## src/rtl/lpd_pkg.sv

```systemverilog
package lpd_pkg;

  localparam int unsigned HeaderBytes = 4;
  localparam int unsigned HdrCntW = $clog2(HeaderBytes);
  localparam int unsigned AccW = (HeaderBytes - 1) * 8;
  localparam logic [31:0] MaxSizeReset = 32'h0001_0000;

  typedef enum logic {
    KIND_PAYLOAD = 1'b0,
    KIND_NOTICE  = 1'b1
  } out_kind_e;

  typedef struct packed {
    out_kind_e   out_kind;
    logic [7:0]  payload_byte;
    logic [31:0] byte_index;
    logic        last_byte;
    logic [31:0] message_length;
  } result_t;

endpackage

```

## src/rtl/lpd_byte_if.sv

```systemverilog
interface lpd_byte_if;
  logic       valid;
  logic       ready;
  logic [7:0] stream_byte;

  modport source (output valid, output stream_byte, input ready);
  modport sink (input valid, input stream_byte, output ready);
endinterface

```

## src/rtl/lpd_result_if.sv

```systemverilog
interface lpd_result_if;
  logic                 valid;
  logic                 ready;
  lpd_pkg::out_kind_e   out_kind;
  logic [7:0]           payload_byte;
  logic [31:0]          byte_index;
  logic                 last_byte;
  logic [31:0]          message_length;

  modport source (
    output valid, output out_kind, output payload_byte, output byte_index,
    output last_byte, output message_length, input ready
  );
  modport sink (
    input valid, input out_kind, input payload_byte, input byte_index,
    input last_byte, input message_length, output ready
  );
endinterface

```

## src/rtl/lpd_parser.sv

```systemverilog
module lpd_parser (
  input  logic             clk_i,
  input  logic             rst_ni,
  input  logic             cfg_we_i,
  input  logic [31:0]      cfg_wdata_i,
  input  logic             accept_i,
  input  logic [7:0]       byte_i,
  output logic             res_valid_o,
  output lpd_pkg::result_t res_o
);
  import lpd_pkg::*;

  logic [31:0]        max_q;
  logic [HdrCntW-1:0] hdr_cnt_q, hdr_cnt_d;
  logic [AccW-1:0]    hdr_acc_q, hdr_acc_d;
  logic [31:0]        cur_len_q, cur_len_d;
  logic [31:0]        remain_q, remain_d;
  logic [31:0]        wpos_q, wpos_d;
  logic               discard_q, discard_d;

  logic               in_header;
  logic               hdr_done;
  logic [31:0]        len;
  logic [AccW+7:0]    shifted;

  assign in_header = (remain_q == 32'd0);
  assign hdr_done  = in_header && (hdr_cnt_q == HdrCntW'(HeaderBytes - 1));
  assign len       = {hdr_acc_q, byte_i};
  assign shifted   = {hdr_acc_q, byte_i};

  always_comb begin
    hdr_cnt_d   = hdr_cnt_q;
    hdr_acc_d   = hdr_acc_q;
    cur_len_d   = cur_len_q;
    remain_d    = remain_q;
    wpos_d      = wpos_q;
    discard_d   = discard_q;
    res_valid_o = 1'b0;
    res_o       = '0;
    if (accept_i) begin
      if (!in_header) begin
        wpos_d   = wpos_q + 32'd1;
        remain_d = remain_q - 32'd1;
        if (!discard_q) begin
          res_valid_o          = 1'b1;
          res_o.out_kind       = KIND_PAYLOAD;
          res_o.payload_byte   = byte_i;
          res_o.byte_index     = wpos_q;
          res_o.last_byte      = (remain_q == 32'd1);
          res_o.message_length = cur_len_q;
        end
      end else if (!hdr_done) begin
        hdr_acc_d = shifted[AccW-1:0];
        hdr_cnt_d = hdr_cnt_q + HdrCntW'(1);
      end else begin
        hdr_cnt_d = '0;
        hdr_acc_d = '0;
        cur_len_d = len;
        remain_d  = len;
        wpos_d    = 32'd0;
        discard_d = (len > max_q);
        if (len > max_q) begin
          res_valid_o          = 1'b1;
          res_o.out_kind       = KIND_NOTICE;
          res_o.message_length = len;
        end
      end
    end
  end

  always_ff @(posedge clk_i or negedge rst_ni) begin
    if (!rst_ni) begin
      max_q     <= MaxSizeReset;
      hdr_cnt_q <= '0;
      hdr_acc_q <= '0;
      cur_len_q <= '0;
      remain_q  <= '0;
      wpos_q    <= '0;
      discard_q <= 1'b0;
    end else begin
      if (cfg_we_i) begin
        max_q <= cfg_wdata_i;
      end
      hdr_cnt_q <= hdr_cnt_d;
      hdr_acc_q <= hdr_acc_d;
      cur_len_q <= cur_len_d;
      remain_q  <= remain_d;
      wpos_q    <= wpos_d;
      discard_q <= discard_d;
    end
  end

  // The payload counters always add up to the header length.
  a_count_sum: assert property (@(posedge clk_i) disable iff (!rst_ni)
    (remain_q + wpos_q) == cur_len_q)
    else $error("remaining and written byte counts disagree with length");

  a_hdr_only_between: assert property (@(posedge clk_i) disable iff (!rst_ni)
    (hdr_cnt_q != '0) |-> (remain_q == 32'd0))
    else $error("header bytes gathered while payload is pending");

  a_notice_discards: assert property (@(posedge clk_i) disable iff (!rst_ni)
    (res_valid_o && res_o.out_kind == KIND_NOTICE) |=> discard_q)
    else $error("oversized notice not followed by discarding");

endmodule

```

## src/rtl/lpd_out_buf.sv

```systemverilog
module lpd_out_buf (
  input  logic             clk_i,
  input  logic             rst_ni,
  input  logic             push_i,
  input  lpd_pkg::result_t data_i,
  output logic             ready_o,
  output logic             out_valid_o,
  input  logic             out_ready_i,
  output lpd_pkg::result_t out_data_o
);
  import lpd_pkg::*;

  logic    main_valid_q;
  logic    skid_valid_q;
  result_t main_q;
  result_t skid_q;
  logic    pop;

  assign pop         = main_valid_q && out_ready_i;
  assign ready_o     = !skid_valid_q;
  assign out_valid_o = main_valid_q;
  assign out_data_o  = main_q;

  always_ff @(posedge clk_i or negedge rst_ni) begin
    if (!rst_ni) begin
      main_valid_q <= 1'b0;
      skid_valid_q <= 1'b0;
    end else if (pop) begin
      if (skid_valid_q) begin
        skid_valid_q <= 1'b0;
      end else begin
        main_valid_q <= push_i;
      end
    end else if (push_i) begin
      if (main_valid_q) begin
        skid_valid_q <= 1'b1;
      end else begin
        main_valid_q <= 1'b1;
      end
    end
  end

  always_ff @(posedge clk_i) begin
    if (pop) begin
      if (skid_valid_q) begin
        main_q <= skid_q;
      end else if (push_i) begin
        main_q <= data_i;
      end
    end else if (push_i) begin
      if (main_valid_q) begin
        skid_q <= data_i;
      end else begin
        main_q <= data_i;
      end
    end
  end

  a_skid_behind_main: assert property (@(posedge clk_i) disable iff (!rst_ni)
    skid_valid_q |-> main_valid_q)
    else $error("skid entry held while output entry is empty");

  a_no_overflow: assert property (@(posedge clk_i) disable iff (!rst_ni)
    !(push_i && skid_valid_q))
    else $error("result pushed into a full buffer");

  a_skid_drains: assert property (@(posedge clk_i) disable iff (!rst_ni)
    (skid_valid_q && out_ready_i) |=> (!skid_valid_q && main_valid_q))
    else $error("skid entry did not move to the output");

endmodule

```

## src/rtl/length_prefix_deframer.sv

```systemverilog
// Splits a byte stream into messages, each led by a 4-byte big-endian length header.
// A message longer than the configured maximum is discarded and a notice is output.
// One byte is accepted per clock while the output buffer has room. A two-entry output
// buffer registers results and holds them while the output is stalled; input ready
// depends only on its registered fill, so input flows until two results are waiting.
module length_prefix_deframer (
  input  logic         clk_i,
  input  logic         rst_ni,
  input  logic         cfg_we_i,
  input  logic [31:0]  cfg_wdata_i,
  lpd_byte_if.sink     in_i,
  lpd_result_if.source out_o
);
  import lpd_pkg::*;

  logic    accept;
  logic    buf_ready;
  logic    res_valid;
  result_t res;
  result_t out_data;

  assign in_i.ready = buf_ready;
  assign accept     = in_i.valid && buf_ready;

  lpd_parser u_parser (
    .clk_i       (clk_i),
    .rst_ni      (rst_ni),
    .cfg_we_i    (cfg_we_i),
    .cfg_wdata_i (cfg_wdata_i),
    .accept_i    (accept),
    .byte_i      (in_i.stream_byte),
    .res_valid_o (res_valid),
    .res_o       (res)
  );

  lpd_out_buf u_out_buf (
    .clk_i       (clk_i),
    .rst_ni      (rst_ni),
    .push_i      (res_valid),
    .data_i      (res),
    .ready_o     (buf_ready),
    .out_valid_o (out_o.valid),
    .out_ready_i (out_o.ready),
    .out_data_o  (out_data)
  );

  assign out_o.out_kind       = out_data.out_kind;
  assign out_o.payload_byte   = out_data.payload_byte;
  assign out_o.byte_index     = out_data.byte_index;
  assign out_o.last_byte      = out_data.last_byte;
  assign out_o.message_length = out_data.message_length;

endmodule
```

## src/flat_wrapper.sv

```systemverilog
// flat-port wrapper written by rule: the top's interface ports become plain ports
module length_prefix_deframer_flat import lpd_pkg::*;
  (clk_i, rst_ni, cfg_we_i, cfg_wdata_i, in_i_valid, in_i_stream_byte, in_i_ready, out_o_valid, out_o_out_kind, out_o_payload_byte, out_o_byte_index, out_o_last_byte, out_o_message_length, out_o_ready);
  lpd_byte_if in_i_i ();
  lpd_result_if out_o_i ();
  input  logic clk_i;
  input  logic rst_ni;
  input  logic cfg_we_i;
  input  logic [31:0] cfg_wdata_i;
  input wire logic [$bits(in_i_i.valid)-1:0] in_i_valid;
  input wire logic [$bits(in_i_i.stream_byte)-1:0] in_i_stream_byte;
  output wire logic [$bits(in_i_i.ready)-1:0] in_i_ready;
  output wire logic [$bits(out_o_i.valid)-1:0] out_o_valid;
  output wire logic [$bits(out_o_i.out_kind)-1:0] out_o_out_kind;
  output wire logic [$bits(out_o_i.payload_byte)-1:0] out_o_payload_byte;
  output wire logic [$bits(out_o_i.byte_index)-1:0] out_o_byte_index;
  output wire logic [$bits(out_o_i.last_byte)-1:0] out_o_last_byte;
  output wire logic [$bits(out_o_i.message_length)-1:0] out_o_message_length;
  input wire logic [$bits(out_o_i.ready)-1:0] out_o_ready;
  assign in_i_i.valid = in_i_valid;
  assign in_i_i.stream_byte = in_i_stream_byte;
  assign in_i_ready = in_i_i.ready;
  assign out_o_valid = out_o_i.valid;
  assign out_o_out_kind = out_o_i.out_kind;
  assign out_o_payload_byte = out_o_i.payload_byte;
  assign out_o_byte_index = out_o_i.byte_index;
  assign out_o_last_byte = out_o_i.last_byte;
  assign out_o_message_length = out_o_i.message_length;
  assign out_o_i.ready = out_o_ready;
  length_prefix_deframer u_core (.clk_i(clk_i), .rst_ni(rst_ni), .cfg_we_i(cfg_we_i), .cfg_wdata_i(cfg_wdata_i), .in_i(in_i_i), .out_o(out_o_i));
endmodule
```

## config.mk

```make
export PLATFORM = sky130hd
export DESIGN_NAME = length_prefix_deframer_flat
export DESIGN_NICKNAME = d
export VERILOG_FILES = /design/src/rtl/lpd_pkg.sv /design/src/rtl/lpd_byte_if.sv /design/src/rtl/lpd_result_if.sv /design/src/rtl/lpd_parser.sv /design/src/rtl/lpd_out_buf.sv /design/src/rtl/length_prefix_deframer.sv /design/src/flat_wrapper.sv
export SDC_FILE = /design/constraint.sdc
export NUM_CORES = 1
export LEC_CHECK = 0
export ABC_CLOCK_PERIOD_IN_PS = 8400
export BUFFER_PORTS_ARGS = -buffer_cell sky130_fd_sc_hd__buf_2
export CAP_MARGIN = 20
export CORE_MARGIN = 2
export CORE_UTILIZATION = 54
export DETAILED_ROUTE_END_ITERATION = 10
export HOLD_SLACK_MARGIN = 0.1
export PLACE_DENSITY = 0.81
export SKIP_LAST_GASP = 1
export SLEW_MARGIN = 20
export SYNTH_ARGS = -nofsm -noshare
export SYNTH_HDL_FRONTEND = slang
export SYNTH_SLANG_ARGS = --single-unit
```

## constraint.sdc

```tcl
create_clock -name clk_i -period 8.4 [get_ports clk_i]
set_input_delay 1.68 -clock clk_i [delete_from_list [all_inputs] [get_ports clk_i]]
set_output_delay 1.68 -clock clk_i [all_outputs]
set_load 0.005 [all_outputs]
```

==> impl_metrics.toml <==
[sta]
final_hold_violations = 0
finalCriticalPeriod_ns = 5.09
hold_slack_ns = 0.482
max_clock_freq_mhz = 196
slew_viol_final = 0
report.final.setup_viol = 0
worstMarginPinSlew_ns = 1.09
setup-tns-final_ns = 0
min_period_over_period_pct = 60.6
maxSlewHeadroom_pct = 27.2
grt_setup_unrepaired = "no"
finClkSkew_ns = 0.0287
postLayoutSetupSlackWorst_ns = 3.31

[power]
worst_ir_drop_vdd_mv = 0.193
p_leak_nw = 6.86
p_per_area_mw_per_mm2 = 258

[die]
die_area_mm2 = 0.0270
die_height_um = 164
initial_utilization_pct = 55.1
ioPinCount = 121
core_area_mm2 = 0.0252
die_w_um = 164
floorplan.rows = 58

[cts]
tritoncts_clock_tree = "built"
clk_pin_slew_worst_paths_ns = 0.06
ctsHoldBuffers = 0
clock_sinks = 305
cts_buffers = 30
clk-insertion-delay-late_ns = 0.57
cts_buffer_depth = 3
cts_root_buf = "clkbuf_16"
cts_max_level = 1
cts.repair.resized = 0
post_cts_setup_repair_bufs = 0

[critical_path]
crit_path_category = "in -> reg"
crit_path_cell_trace = "buf_2, nor2b_1, buf_4, nand2_1, nor3_4, o21ai_4, buf_4, a21boi_4, buf_4"
cp_max_fo = 69
cpMostUsedCell = "buf_4"
cp_num_buf_inv = 4
timing.critical_path.arrival_ns = 5.27
critical-path-top-delay-family = "buffers and inverters"
critical_path_required_ns = 8.58
critical-path-max-stage-delay_ns = 0.86
start_kind = "input pin"
end_kind = "register"
timing.critical_path.slowest_stage_cell = "nor3_4"

[logic_synthesis]
post_synth_instance_area_mm2 = 0.0139
seq_area_frac_synth_pct = 60.3
synth-warning-count = 0
synth_ff_type = "dfrtp_1"
syn-instance-count = 1311
edff_count_synth = 148
ys_seq_elements = 305
synthDominantCellAreaShare_pct = 32.0
fraction_of_registers_with_async_set_reset_pct = 51.5
yosys.cell_types.count = 64
synth.net_count = 1393
syn_avg_cell_area_um2 = 10.6
cells_taking_the_most_area_after_synthesis = "edfxtp_1 32%, dfrtp_1 28%, nand2_1 5.8%, o21ai_0 5.0%, ha_1 3.3%"
post-synth-top-area-cell = "edfxtp_1"

[global_route]
global_route_wire_length_before_repair_mm = 53.6
antenna_found_initial = 2
via_count_of_the_first_global_routing_pass = 10100
grt_usage_pct = 25.2
largest_net_degree_at_the_start_of_global_routing = 105
grt_remaining_overflow = 0

[placement]
routabilityCongestion = 0.955
dpl.hpwl_mm = 22.0
detailed_place.area_mm2 = 0.0149
numPortBuffers = 120
dpl_ws_ns = 2.78

[route]
antenna_violating_nets_post_route = 0
drt_drc_violations_left = 0
drt_via_density = 5.94
routed-via-count = 10534
routed_wl_mm = 33.3
route.detailed.wl_per_inst_um = 18.8
drt_first_pass_iters = 5
drt-initial-drc-count = 852

[worst_hold_path]
hold_path_class = "reg -> reg"

[finish]
fin_area_mm2 = 0.0159
syn2layout_area_growth_pct = 14.4
design.final.nets = 1497
final_common_cell = "nand2_1"
post-route-util_pct = 63.1
post_route_cells_drive_above_1_share_pct = 15.0
mostFrequentLayoutCells = "215 x nand2_1, 156 x dfrtp_1, 148 x edfxtp_1, 140 x o21ai_0, 119 x buf_2"

[run_status]
outcome = "completed"

[flow_run]
maxCapViolations = 0
## power by group
group | switching, W | internal [W]
sequential | 0.000129 | 0.00184
combinational | 0.000522 | 0.000279
clock | 0.000562 | 0.000762
## sequential cells by signal, indices dropped and copies added, names as in the netlist
register / flops
u_core.u_parser.hdr_acc_q: 24
u_core.u_parser.hdr_cnt_q: 2
u_core.u_parser.remain_q: 32
u_core.u_parser.cur_len_q: 32
u_core.u_parser.wpos_q: 32
u_core.u_out_buf.out_valid_o: 1
u_core.u_out_buf.out_data_o: 74
u_core.u_out_buf.skid_valid_q: 1
u_core.u_parser.max_q: 32
u_core.u_out_buf.skid_q: 74
u_core.u_parser.discard_q: 1
## path summary, 6_finish.rpt
kind                                                             end  cells after the start                                      start  slack (ns)
min in group asynchronous  u_core.u_parser.cur_len_q[16]$_DFFE_PN0P_                      1                                     rst_ni        1.25
max in group asynchronous      u_core.u_parser.wpos_q[2]$_DFFE_PN0P_                      2                                     rst_ni        5.83
min reg2reg                u_core.u_parser.cur_len_q[12]$_DFFE_PN0P_                      2  u_core.u_parser.cur_len_q[12]$_DFFE_PN0P_        0.48
min                        u_core.u_parser.cur_len_q[12]$_DFFE_PN0P_                      2  u_core.u_parser.cur_len_q[12]$_DFFE_PN0P_        0.48
max reg2reg                    u_core.u_out_buf.skid_q[37]$_DFFE_PP_                     10    u_core.u_parser.remain_q[0]$_DFFE_PN0P_        3.45
max                            u_core.u_out_buf.skid_q[37]$_DFFE_PP_                      9                                 in_i_valid        3.31
## routing by layer
metal | wire length (um) | vias up | global-route usage [%]
met5 | 0 | - | 0
met2 | 16100 | 463 | 41.1
met3 | 2300 | 90 | 3.64
met4 | 1320 | 0 | 10.6
met1 | 13600 | 5074 | 34.2
li1 | - | 4907 | -
## final cells by class
type	instances	area [um^2]
clock buffers	39	835
diodes	3	7.51
well taps	330	413
multi-input cells	858	5000
clock inverters	17	158
repair buffers	138	795
flip-flops and latches	305	8370
fillers	1933	9300
inverters	82	308
## logic make-up (layout without fill, tap and decap cells)
| kind of cell | after synthesis | after routing | synth area share (%) |
|---|---|---|---|
| muxes | 7 | 7 | 0.532 |
| adders and majority gates | 37 | 37 | 3.33 |
| and+or+nand+nor | 439 | 439 | 14.8 |
| buffers and inverters | 148 | 276 | 4.12 |
| other | 0 | 3 | 0 |
| AOI/OAI and AO/OA | 359 | 359 | 15.9 |
| xor gates and xnor gates | 16 | 16 | 1.01 |
| DFF | 305 | 305 | 60.3 |
## cells in the mapped netlist, types with 18 or more instances
master	n
a21o_1	44
a21oi_1	67
and2_1	29
clkbuf_1	57
dfrtp_1	156
edfxtp_1	148
ha_1	37
inv_1	82
nand2_1	215
nand3_1	29
nor2_1	68
nor3_1	18
o211ai_1	33
o21ai_0	140
o31ai_1	29
## through the flow
step | cells | total power, W
4_1_cts | 1768 | 0.00410
5_1_grt | 1771 | 0.00429
6_report | 1772 | 0.00409
2_1_floorplan | 1311 | 0.00247
3_5_place_dp | 1712 | 0.00277
3_3_place_gp | 1710 | 0.00273
## worst min-delay path: cells and delay by family, from the launching register on
| family | cells | cell delay, ns |
|---|---|---|
| flip-flops | 1 | 0.35 |
| AO/OA/AOI/OAI | 1 | 0.06 |
| AND/OR/NAND/NOR | 1 | 0.05 |
(Power assumes the default switching activity.)
